[config.mk]
export PLATFORM = sky130hd
export DESIGN_NAME = one_shot_timer_pool
export DESIGN_NICKNAME = d
export VERILOG_FILES = /design/src/rtl/otp_pkg.sv /design/src/rtl/one_shot_timer_pool.sv /design/src/rtl/otp_ram.sv /design/src/rtl/otp_ctrl.sv
export SDC_FILE = /design/constraint.sdc
export NUM_CORES = 1
export LEC_CHECK = 0
export ABC_CLOCK_PERIOD_IN_PS = 3200
export BUFFER_PORTS_ARGS = -buffer_cell sky130_fd_sc_hd__buf_2
export CAP_MARGIN = 30
export CORE_MARGIN = 4
export CORE_UTILIZATION = 46
export DETAILED_ROUTE_END_ITERATION = 16
export GPL_TIMING_DRIVEN = 0
export PLACE_DENSITY = 0.71
export SLEW_MARGIN = 10
export SYNTH_ARGS = -nofsm -noshare
export SYNTH_HDL_FRONTEND = slang
export SYNTH_SLANG_ARGS = --single-unit
[constraint.sdc]
create_clock -name clk_i -period 3.2 [get_ports clk_i]
set_input_delay 0.48 -clock clk_i [delete_from_list [all_inputs] [get_ports clk_i]]
set_output_delay 0.48 -clock clk_i [all_outputs]
set_load 0.05 [all_outputs]
[src/rtl/otp_pkg.sv]
// otp_pkg: types and constants shared by the one-shot timer pool.
// No dependencies. Used by otp_ctrl and one_shot_timer_pool.
`default_nettype none

package otp_pkg;

  // Request codes
  localparam logic [1:0] REQ_START = 2'd0;
  localparam logic [1:0] REQ_STOP  = 2'd1;
  localparam logic [1:0] REQ_TICK  = 2'd2;

  // Fixed widths of the result fields
  localparam int unsigned ALLOC_W = 3;
  localparam int unsigned EMASK_W = 8;
  localparam int unsigned ECNT_W  = 4;

  typedef enum logic [1:0] {
    ST_IDLE,
    ST_SWEEP,
    ST_DONE
  } otp_state_e;

  // One result beat
  typedef struct packed {
    logic               start_ok;
    logic [ALLOC_W-1:0] alloc_id;
    logic [EMASK_W-1:0] expired_mask;
    logic [ECNT_W-1:0]  expired_count;
  } otp_result_t;

endpackage

`default_nettype wire

[src/rtl/one_shot_timer_pool.sv]
// one_shot_timer_pool: top level; request engine plus output register.
// Depends on otp_pkg, otp_ctrl (and through it otp_ram).
//
//  channel  direction  handshake                 beat fields
//  in       input      in_valid_i / in_stall_o   req_type_i, duration_i, timer_id_i
//  out      output     out_valid_o / out_stall_i start_ok_o, alloc_id_o,
//                                                expired_mask_o, expired_count_o
//
// Start, stop and unused codes go from acceptance to the engine result register,
// then to the output register. A tick sweeps the count RAM one timer per cycle
// through its single read port, with each writeback in the cycle after its read.
// One request is in the engine at a time; the output register holds a finished
// beat while the next request is accepted.
// Reset clears the in-use mask at once; counts need no clearing.
// out_stall_i holds the result; the engine then waits with in_stall_o high.
`default_nettype none

module one_shot_timer_pool #(
  parameter int unsigned NUM_TIMERS  = 8,
  parameter int unsigned COUNT_WIDTH = 16
) (
  input  wire logic        clk_i,
  input  wire logic        rst_ni,
  input  wire logic        in_valid_i,
  output logic             in_stall_o,
  input  wire logic [1:0]  req_type_i,
  input  wire logic [15:0] duration_i,
  input  wire logic [3:0]  timer_id_i,
  output logic             out_valid_o,
  input  wire logic        out_stall_i,
  output logic             start_ok_o,
  output logic [2:0]       alloc_id_o,
  output logic [7:0]       expired_mask_o,
  output logic [3:0]       expired_count_o
);

  logic                 eng_idle;
  logic                 eng_res_valid;
  logic                 slot_free;
  otp_pkg::otp_result_t eng_res;
  otp_pkg::otp_result_t out_res_q;
  logic                 out_vld_q, out_vld_d;

  otp_ctrl #(
    .NUM_TIMERS  (NUM_TIMERS),
    .COUNT_WIDTH (COUNT_WIDTH)
  ) u_ctrl (
    .clk_i       (clk_i),
    .rst_ni      (rst_ni),
    .req_valid_i (in_valid_i),
    .req_type_i  (req_type_i),
    .duration_i  (duration_i),
    .timer_id_i  (timer_id_i),
    .idle_o      (eng_idle),
    .res_valid_o (eng_res_valid),
    .res_take_i  (slot_free),
    .res_o       (eng_res)
  );

  assign in_stall_o = !eng_idle;

  // output register: loads when empty or being drained
  assign slot_free = !out_vld_q || !out_stall_i;

  always_comb begin
    out_vld_d = out_vld_q;
    if (slot_free) begin
      out_vld_d = eng_res_valid;
    end
  end

  always_ff @(posedge clk_i or negedge rst_ni) begin
    if (!rst_ni) begin
      out_vld_q <= 1'b0;
    end else begin
      out_vld_q <= out_vld_d;
    end
  end

  always_ff @(posedge clk_i) begin
    if (slot_free && eng_res_valid) begin
      out_res_q <= eng_res;
    end
  end

  assign out_valid_o     = out_vld_q;
  assign start_ok_o      = out_res_q.start_ok;
  assign alloc_id_o      = out_res_q.alloc_id;
  assign expired_mask_o  = out_res_q.expired_mask;
  assign expired_count_o = out_res_q.expired_count;

endmodule

`default_nettype wire

[src/rtl/otp_ram.sv]
// otp_ram: generic simple dual-port RAM, one write and one registered read port.
// No dependencies.
`default_nettype none

module otp_ram #(
  parameter int unsigned WIDTH = 16,
  parameter int unsigned DEPTH = 8,
  localparam int unsigned AW = (DEPTH > 1) ? $clog2(DEPTH) : 1
) (
  input  wire logic                 clk_i,
  input  wire logic                 we_i,
  input  wire logic [AW-1:0]        waddr_i,
  input  wire logic [WIDTH-1:0]     wdata_i,
  input  wire logic                 re_i,
  input  wire logic [AW-1:0]        raddr_i,
  output logic      [WIDTH-1:0]     rdata_o
);

  logic [WIDTH-1:0] mem_q [DEPTH];

  // write port
  always_ff @(posedge clk_i) begin
    if (we_i) begin
      mem_q[waddr_i] <= wdata_i;
    end
  end

  // registered read port
  always_ff @(posedge clk_i) begin
    if (re_i) begin
      rdata_o <= mem_q[raddr_i];
    end
  end

endmodule

`default_nettype wire

[src/rtl/otp_ctrl.sv]
// otp_ctrl: request engine of the timer pool; in-use mask, count RAM, tick sweep.
// Depends on otp_pkg and otp_ram.
`default_nettype none

module otp_ctrl #(
  parameter int unsigned NUM_TIMERS  = 8,
  parameter int unsigned COUNT_WIDTH = 16
) (
  input  wire logic               clk_i,
  input  wire logic               rst_ni,
  input  wire logic               req_valid_i,
  input  wire logic [1:0]         req_type_i,
  input  wire logic [15:0]        duration_i,
  input  wire logic [3:0]         timer_id_i,
  output logic                    idle_o,
  output logic                    res_valid_o,
  input  wire logic               res_take_i,
  output otp_pkg::otp_result_t    res_o
);

  localparam int unsigned IDX_W = (NUM_TIMERS > 1) ? $clog2(NUM_TIMERS) : 1;
  localparam int unsigned CNT_W = $clog2(NUM_TIMERS + 1);
  localparam logic [CNT_W-1:0] SWEEP_END = CNT_W'(NUM_TIMERS);

  otp_pkg::otp_state_e  state_q, state_d;
  logic [NUM_TIMERS-1:0] in_use_q, in_use_d;
  logic [NUM_TIMERS-1:0] emask_q, emask_d;
  logic [CNT_W-1:0]      ecnt_q, ecnt_d;
  logic [CNT_W-1:0]      rd_idx_q, rd_idx_d;
  logic                  wb_vld_q, wb_vld_d;
  logic [IDX_W-1:0]      wb_idx_q, wb_idx_d;
  otp_pkg::otp_result_t  res_q, res_d;

  logic                   ram_we, ram_re;
  logic [IDX_W-1:0]       ram_waddr, ram_raddr;
  logic [COUNT_WIDTH-1:0] ram_wdata, ram_rdata;

  logic                   accept;
  logic                   free_found;
  logic [IDX_W-1:0]       free_idx;
  logic [31:0]            id_ext;
  logic                   stop_in_range;
  logic [IDX_W-1:0]       stop_idx;
  logic [31:0]            dur_ext;
  logic [COUNT_WIDTH-1:0] cnt_dec;
  logic [31:0]            alloc_ext, emask_ext, ecnt_ext;

  // count store
  otp_ram #(
    .WIDTH(COUNT_WIDTH),
    .DEPTH(NUM_TIMERS)
  ) u_cnt_ram (
    .clk_i   (clk_i),
    .we_i    (ram_we),
    .waddr_i (ram_waddr),
    .wdata_i (ram_wdata),
    .re_i    (ram_re),
    .raddr_i (ram_raddr),
    .rdata_o (ram_rdata)
  );

  // lowest free timer
  always_comb begin
    free_found = 1'b0;
    free_idx   = '0;
    for (int i = NUM_TIMERS - 1; i >= 0; i--) begin
      if (!in_use_q[i]) begin
        free_found = 1'b1;
        free_idx   = IDX_W'(i);
      end
    end
  end

  assign id_ext        = 32'(timer_id_i);
  assign stop_in_range = id_ext < NUM_TIMERS;
  assign stop_idx      = id_ext[IDX_W-1:0];
  assign dur_ext       = 32'(duration_i);
  assign cnt_dec       = ram_rdata - COUNT_WIDTH'(1);
  assign alloc_ext     = 32'(free_idx);

  assign accept      = req_valid_i && (state_q == otp_pkg::ST_IDLE);
  assign idle_o      = (state_q == otp_pkg::ST_IDLE);
  assign res_valid_o = (state_q == otp_pkg::ST_DONE);
  assign res_o       = res_q;

  // next state, RAM access and result
  always_comb begin
    state_d   = state_q;
    in_use_d  = in_use_q;
    emask_d   = emask_q;
    ecnt_d    = ecnt_q;
    rd_idx_d  = rd_idx_q;
    wb_vld_d  = 1'b0;
    wb_idx_d  = wb_idx_q;
    res_d     = res_q;
    ram_we    = 1'b0;
    ram_waddr = '0;
    ram_wdata = '0;
    ram_re    = 1'b0;
    ram_raddr = rd_idx_q[IDX_W-1:0];
    emask_ext = '0;
    ecnt_ext  = '0;

    case (state_q)
      otp_pkg::ST_IDLE: begin
        if (accept) begin
          res_d   = '0;
          state_d = otp_pkg::ST_DONE;
          case (req_type_i)
            otp_pkg::REQ_START: begin
              if (free_found) begin
                ram_we             = 1'b1;
                ram_waddr          = free_idx;
                ram_wdata          = dur_ext[COUNT_WIDTH-1:0];
                in_use_d[free_idx] = 1'b1;
                res_d.start_ok     = 1'b1;
                res_d.alloc_id     = alloc_ext[otp_pkg::ALLOC_W-1:0];
              end
            end
            otp_pkg::REQ_STOP: begin
              if (stop_in_range) begin
                ram_we             = 1'b1;
                ram_waddr          = stop_idx;
                in_use_d[stop_idx] = 1'b0;
              end
            end
            otp_pkg::REQ_TICK: begin
              state_d  = otp_pkg::ST_SWEEP;
              rd_idx_d = '0;
              emask_d  = '0;
              ecnt_d   = '0;
            end
            default: ;
          endcase
        end
      end

      // read timer k while writing back timer k-1
      otp_pkg::ST_SWEEP: begin
        if (rd_idx_q != SWEEP_END) begin
          ram_re   = 1'b1;
          rd_idx_d = rd_idx_q + CNT_W'(1);
          wb_vld_d = 1'b1;
          wb_idx_d = rd_idx_q[IDX_W-1:0];
        end
        if (wb_vld_q && in_use_q[wb_idx_q]) begin
          ram_we    = 1'b1;
          ram_waddr = wb_idx_q;
          ram_wdata = cnt_dec;
          if (cnt_dec == '0) begin
            in_use_d[wb_idx_q] = 1'b0;
            emask_d[wb_idx_q]  = 1'b1;
            ecnt_d             = ecnt_q + CNT_W'(1);
          end
        end
        if (rd_idx_q == SWEEP_END) begin
          emask_ext           = 32'(emask_d);
          ecnt_ext            = 32'(ecnt_d);
          res_d               = '0;
          res_d.expired_mask  = emask_ext[otp_pkg::EMASK_W-1:0];
          res_d.expired_count = ecnt_ext[otp_pkg::ECNT_W-1:0];
          state_d             = otp_pkg::ST_DONE;
        end
      end

      otp_pkg::ST_DONE: begin
        if (res_take_i) begin
          state_d = otp_pkg::ST_IDLE;
        end
      end

      default: state_d = otp_pkg::ST_IDLE;
    endcase
  end

  // control state
  always_ff @(posedge clk_i or negedge rst_ni) begin
    if (!rst_ni) begin
      state_q  <= otp_pkg::ST_IDLE;
      in_use_q <= '0;
      emask_q  <= '0;
      ecnt_q   <= '0;
      rd_idx_q <= '0;
      wb_vld_q <= 1'b0;
    end else begin
      state_q  <= state_d;
      in_use_q <= in_use_d;
      emask_q  <= emask_d;
      ecnt_q   <= ecnt_d;
      rd_idx_q <= rd_idx_d;
      wb_vld_q <= wb_vld_d;
    end
  end

  // payload
  always_ff @(posedge clk_i) begin
    wb_idx_q <= wb_idx_d;
    res_q    <= res_d;
  end

  // sweep never reads the entry it writes back
  a_no_rw_collision: assert property (@(posedge clk_i) disable iff (!rst_ni)
    (ram_we && ram_re) |-> (ram_waddr != ram_raddr))
    else $error("count RAM read and write hit the same entry");

  // writeback pipe is empty outside a sweep
  a_wb_only_in_sweep: assert property (@(posedge clk_i) disable iff (!rst_ni)
    (state_q != otp_pkg::ST_SWEEP) |-> !wb_vld_q)
    else $error("writeback pending outside a sweep");

  // expiry count tracks the mask
  a_ecnt_matches: assert property (@(posedge clk_i) disable iff (!rst_ni)
    32'(ecnt_q) == $countones(emask_q))
    else $error("expiry count disagrees with expiry mask");

  // an accepted tick starts a fresh sweep
  a_tick_sweep: assert property (@(posedge clk_i) disable iff (!rst_ni)
    (accept && req_type_i == otp_pkg::REQ_TICK)
      |=> (state_q == otp_pkg::ST_SWEEP && rd_idx_q == '0 && emask_q == '0))
    else $error("tick did not start a clean sweep");

endmodule

`default_nettype wire
==> impl_metrics.toml <==
[setup_path]
critPathKind = "reg2reg"
worstReg2RegEnd = "u_ctrl.u_cnt_ram.mem_q[2][10]"
crit_path_end = "u_ctrl.u_cnt_ram.mem_q[2][10]"
rr_worst_depth = 9
start_kind = "register"
r2r_start = "u_ctrl.wb_idx_q[1]"
rrSetupSlack_ns = 0.09
critPathRequiredTime_ns = 3.40
critPathArrivalTime_ns = 3.31
startpoint = "u_ctrl.wb_idx_q[1]"
end_kind = "register"
cp_max_fo = 10

[pwr]
p_switching_w = 0.00295
p_per_area_nw_per_um2 = 835
power.leakage_nw = 3.76
seq_power_share_pct = 42.0
combPwrFrac_pct = 30.6
sw_frac_of_total_pct = 32.8
pwr-share-clk_pct = 27.4
p_int_w = 0.00603
ir_worst_vdd_mv = 0.502

[drt]
drc_errors = 0
wl_mm = 20.9
vias_per_cell = 5.86
antenna_left = 0
vias = 5724
first_pass_iters = 5
drt_iter0_drc = 592
wire_per_inst_um = 21.4

[sta]
fmax_ghz = 0.321
slew_headroom_pct = 40.2
min_period_over_period_pct = 97.2
min_period_ns = 3.11
hold_viol = 0
slew_violations = 0
tns_ns = 0
tightest_slew_ns = 0.888
clock_skew_ns = 0.0103
setup_viol = 0
timing.final.ws_setup_ns = 0.0884

[synth]
ys_ff_latch = 207
yosys_warnings = 0
syn_inst = 600
syn_area_per_cell_um2 = 15.2
synth_ff_type = "edfxtp_1"
synthesis.area_um2 = 9090
synth_edf_count = 179
async_flop_share_pct = 13.5
synth_nets = 631
yosysUniqueCellTypes = 68
ys_seq_area_share_pct = 66.8

[cts]
cts_max_level = 1
worst_skew_pair.late_latency_ns = 0.50
clock_sinks = 207
cts_tree = "done"
numCtsBuffers = 22
root_buffer = "clkbuf_16"
clk_pin_slew_ns = 0.06
cts_buffer_depth = 3
hold_buffers = 0

[layout]
nNetsFinal = 726
areaGrowthSynthToFinish_pct = 18.4
layout-drive-gt1-share_pct = 28.0
diodes = 0
utilization_pct = 55.3
final_cell_area_um2 = 10800

[floorplanning]
std_cell_rows = 51
core_um2 = 19500
die_x_um = 149
start_util_pct = 46.7
dieArea_um2 = 22100
die_h_um = 149
num_io_pins = 44

[placement]
post-dp-hpwl_mm = 14.4
port_buffers = 43
gp_congestion = 0.862
postPlaceCellArea_um2 = 9850
dp_slack_ns = -0.392

[grt]
grt_pass1_wl_mm = 32.0
antenna_found_initial = 0
grt_pass1_vias = 5767
grt_max_degree = 29
overflow = 0
grt_use_total_pct = 18.7

[hold_path]
hp-class = "in2async"

[flow_run]
drv_cap = 0

[status]
status = "finished, final reports clean"
[worst min path at each step]
| stage | start | end | cells after the start |
|---|---|---|---|
| 2_1_floorplan | rst_ni | out_valid_o | 0 |
| 3_3_place_gp | u_ctrl.res_o[11] | expired_mask_o[7] | 0 |
| 3_5_place_dp | u_ctrl.res_o[14] | alloc_id_o[2] | 0 |
| 4_1_cts | rst_ni | out_valid_o | 1 |
| 5_1_grt | rst_ni | u_ctrl.emask_q[4] | 1 |
| 6_report | rst_ni | out_valid_o | 1 |
[what timing repair did]
item                                    4_1_cts  5_1_grt
setup buffers                                 8        4
gates resized for setup                       8       23
endpoints found under the setup margin      240      190
pin swaps                                     5        2
[cell usage after synthesis (all sizes together), types with 11 or more instances]
library cell	number	area (um2)
dfrtp	28	701
mux2	17	191
nand2	41	154
o21ai	24	120
mux4	32	721
edfxtp	179	5380
clkbuf	25	93.8
o22a	12	105
inv	13	48.8
nand3	11	60.1
nor2	33	124
nor3	20	100
a21oi	19	95.1
[critical path, cell delays in order, from the launching register on]
cell and delay, ns:
edfxtp_1 0.45, clkbuf_2 0.22, and4b_1 0.21, a311oi_2 0.37
a21oi_2 0.16, and2_0 0.17, clkbuf_2 0.19, a22o_1 0.42
nor3_4 0.33, buf_4 0.26
[state kept, by name, indices dropped and copies added, names as in the netlist]
register	count
u_ctrl.wb_idx_q	3
u_ctrl.rd_idx_q	4
start_ok_o	1
expired_mask_o	8
u_ctrl.state_q	2
u_ctrl.u_cnt_ram.rdata_o	16
out_valid_o	1
expired_count_o	4
u_ctrl.u_cnt_ram.mem_q	128
u_ctrl.res_o	16
u_ctrl.emask_q	8
u_ctrl.in_use_q	8
u_ctrl.wb_vld_q	1
alloc_id_o	3
u_ctrl.ecnt_q	4
[layout make-up]
cell class                 count  area [um2]
timing repair buffer          71         467
fill                        1520        8700
tap                          265         332
clock buffer                  31         606
sequential                   207        6080
buffer                        33         154
inverter                      13        48.8
multi-input combinational    347        2980
clock inverter                 9        98.8
[layer usage]
layer  wire length (um)  vias up  track usage, %
met5                  0        -               0
met3               1090       47            2.68
met4                675        0            6.70
met1               8700     2875            25.2
met2              10400      243            31.5
li1                   -     2559               -
[logic make-up after synthesis]
kind of cell | Yosys count | share of synthesized area, %
buf+inv | 46 | 2.13
fa+ha+maj | 5 | 0.688
mux | 53 | 10.5
compound gates | 108 | 8.37
xor+xnor | 15 | 1.44
simple gates | 166 | 10.1
flops | 207 | 66.8
[layout by cell type, fill, tap and decap left out, types with 4 or more instances in the layout]
master,instances
edfxtp_1,179
buf_2,45
nand2_1,41
mux4_2,32
nor2_1,31
dfrtp_1,28
clkbuf_1,26
o21ai_0,24
buf_4,23
clkbuf_16,23
mux2_2,17
a21oi_1,16
inv_1,13
o22a_1,12
nor3_1,11
nand3_1,10
nand2b_1,8
xor2_1,8
nor3_4,8
clkbuf_2,7
nand4_1,7
xnor2_1,7
nor2b_1,6
o21a_1,6
clkinv_2,6
a31oi_1,5
and3_1,5
buf_8,5
mux2i_1,4
or2_2,4
nor3b_1,4
o211ai_1,4
ha_1,4
[through the flow]
step / power [W] / hold slack (ns) / std cells
after CTS: 0.00893 / 0.0328 / 971
after floorplan: 0.00563 / 0.184 / 600
final: 0.00898 / 0.0178 / 976
after global placement: 0.00628 / 0.401 / 908
after global routing: 0.00941 / 0.0555 / 976
after detailed placement: 0.00644 / 0.405 / 923
[power by group through the flow]
stage	Sequential (W)	Combinational [W]	Clock (W)
floorplan	0.00394	0.00169	0
global placement	0.00380	0.00248	0
detailed placement	0.00382	0.00262	0
CTS	0.00377	0.00266	0.00250
global route	0.00381	0.00297	0.00263
finish	0.00377	0.00275	0.00246
Note: power is estimated with default switching activity, not from simulation.
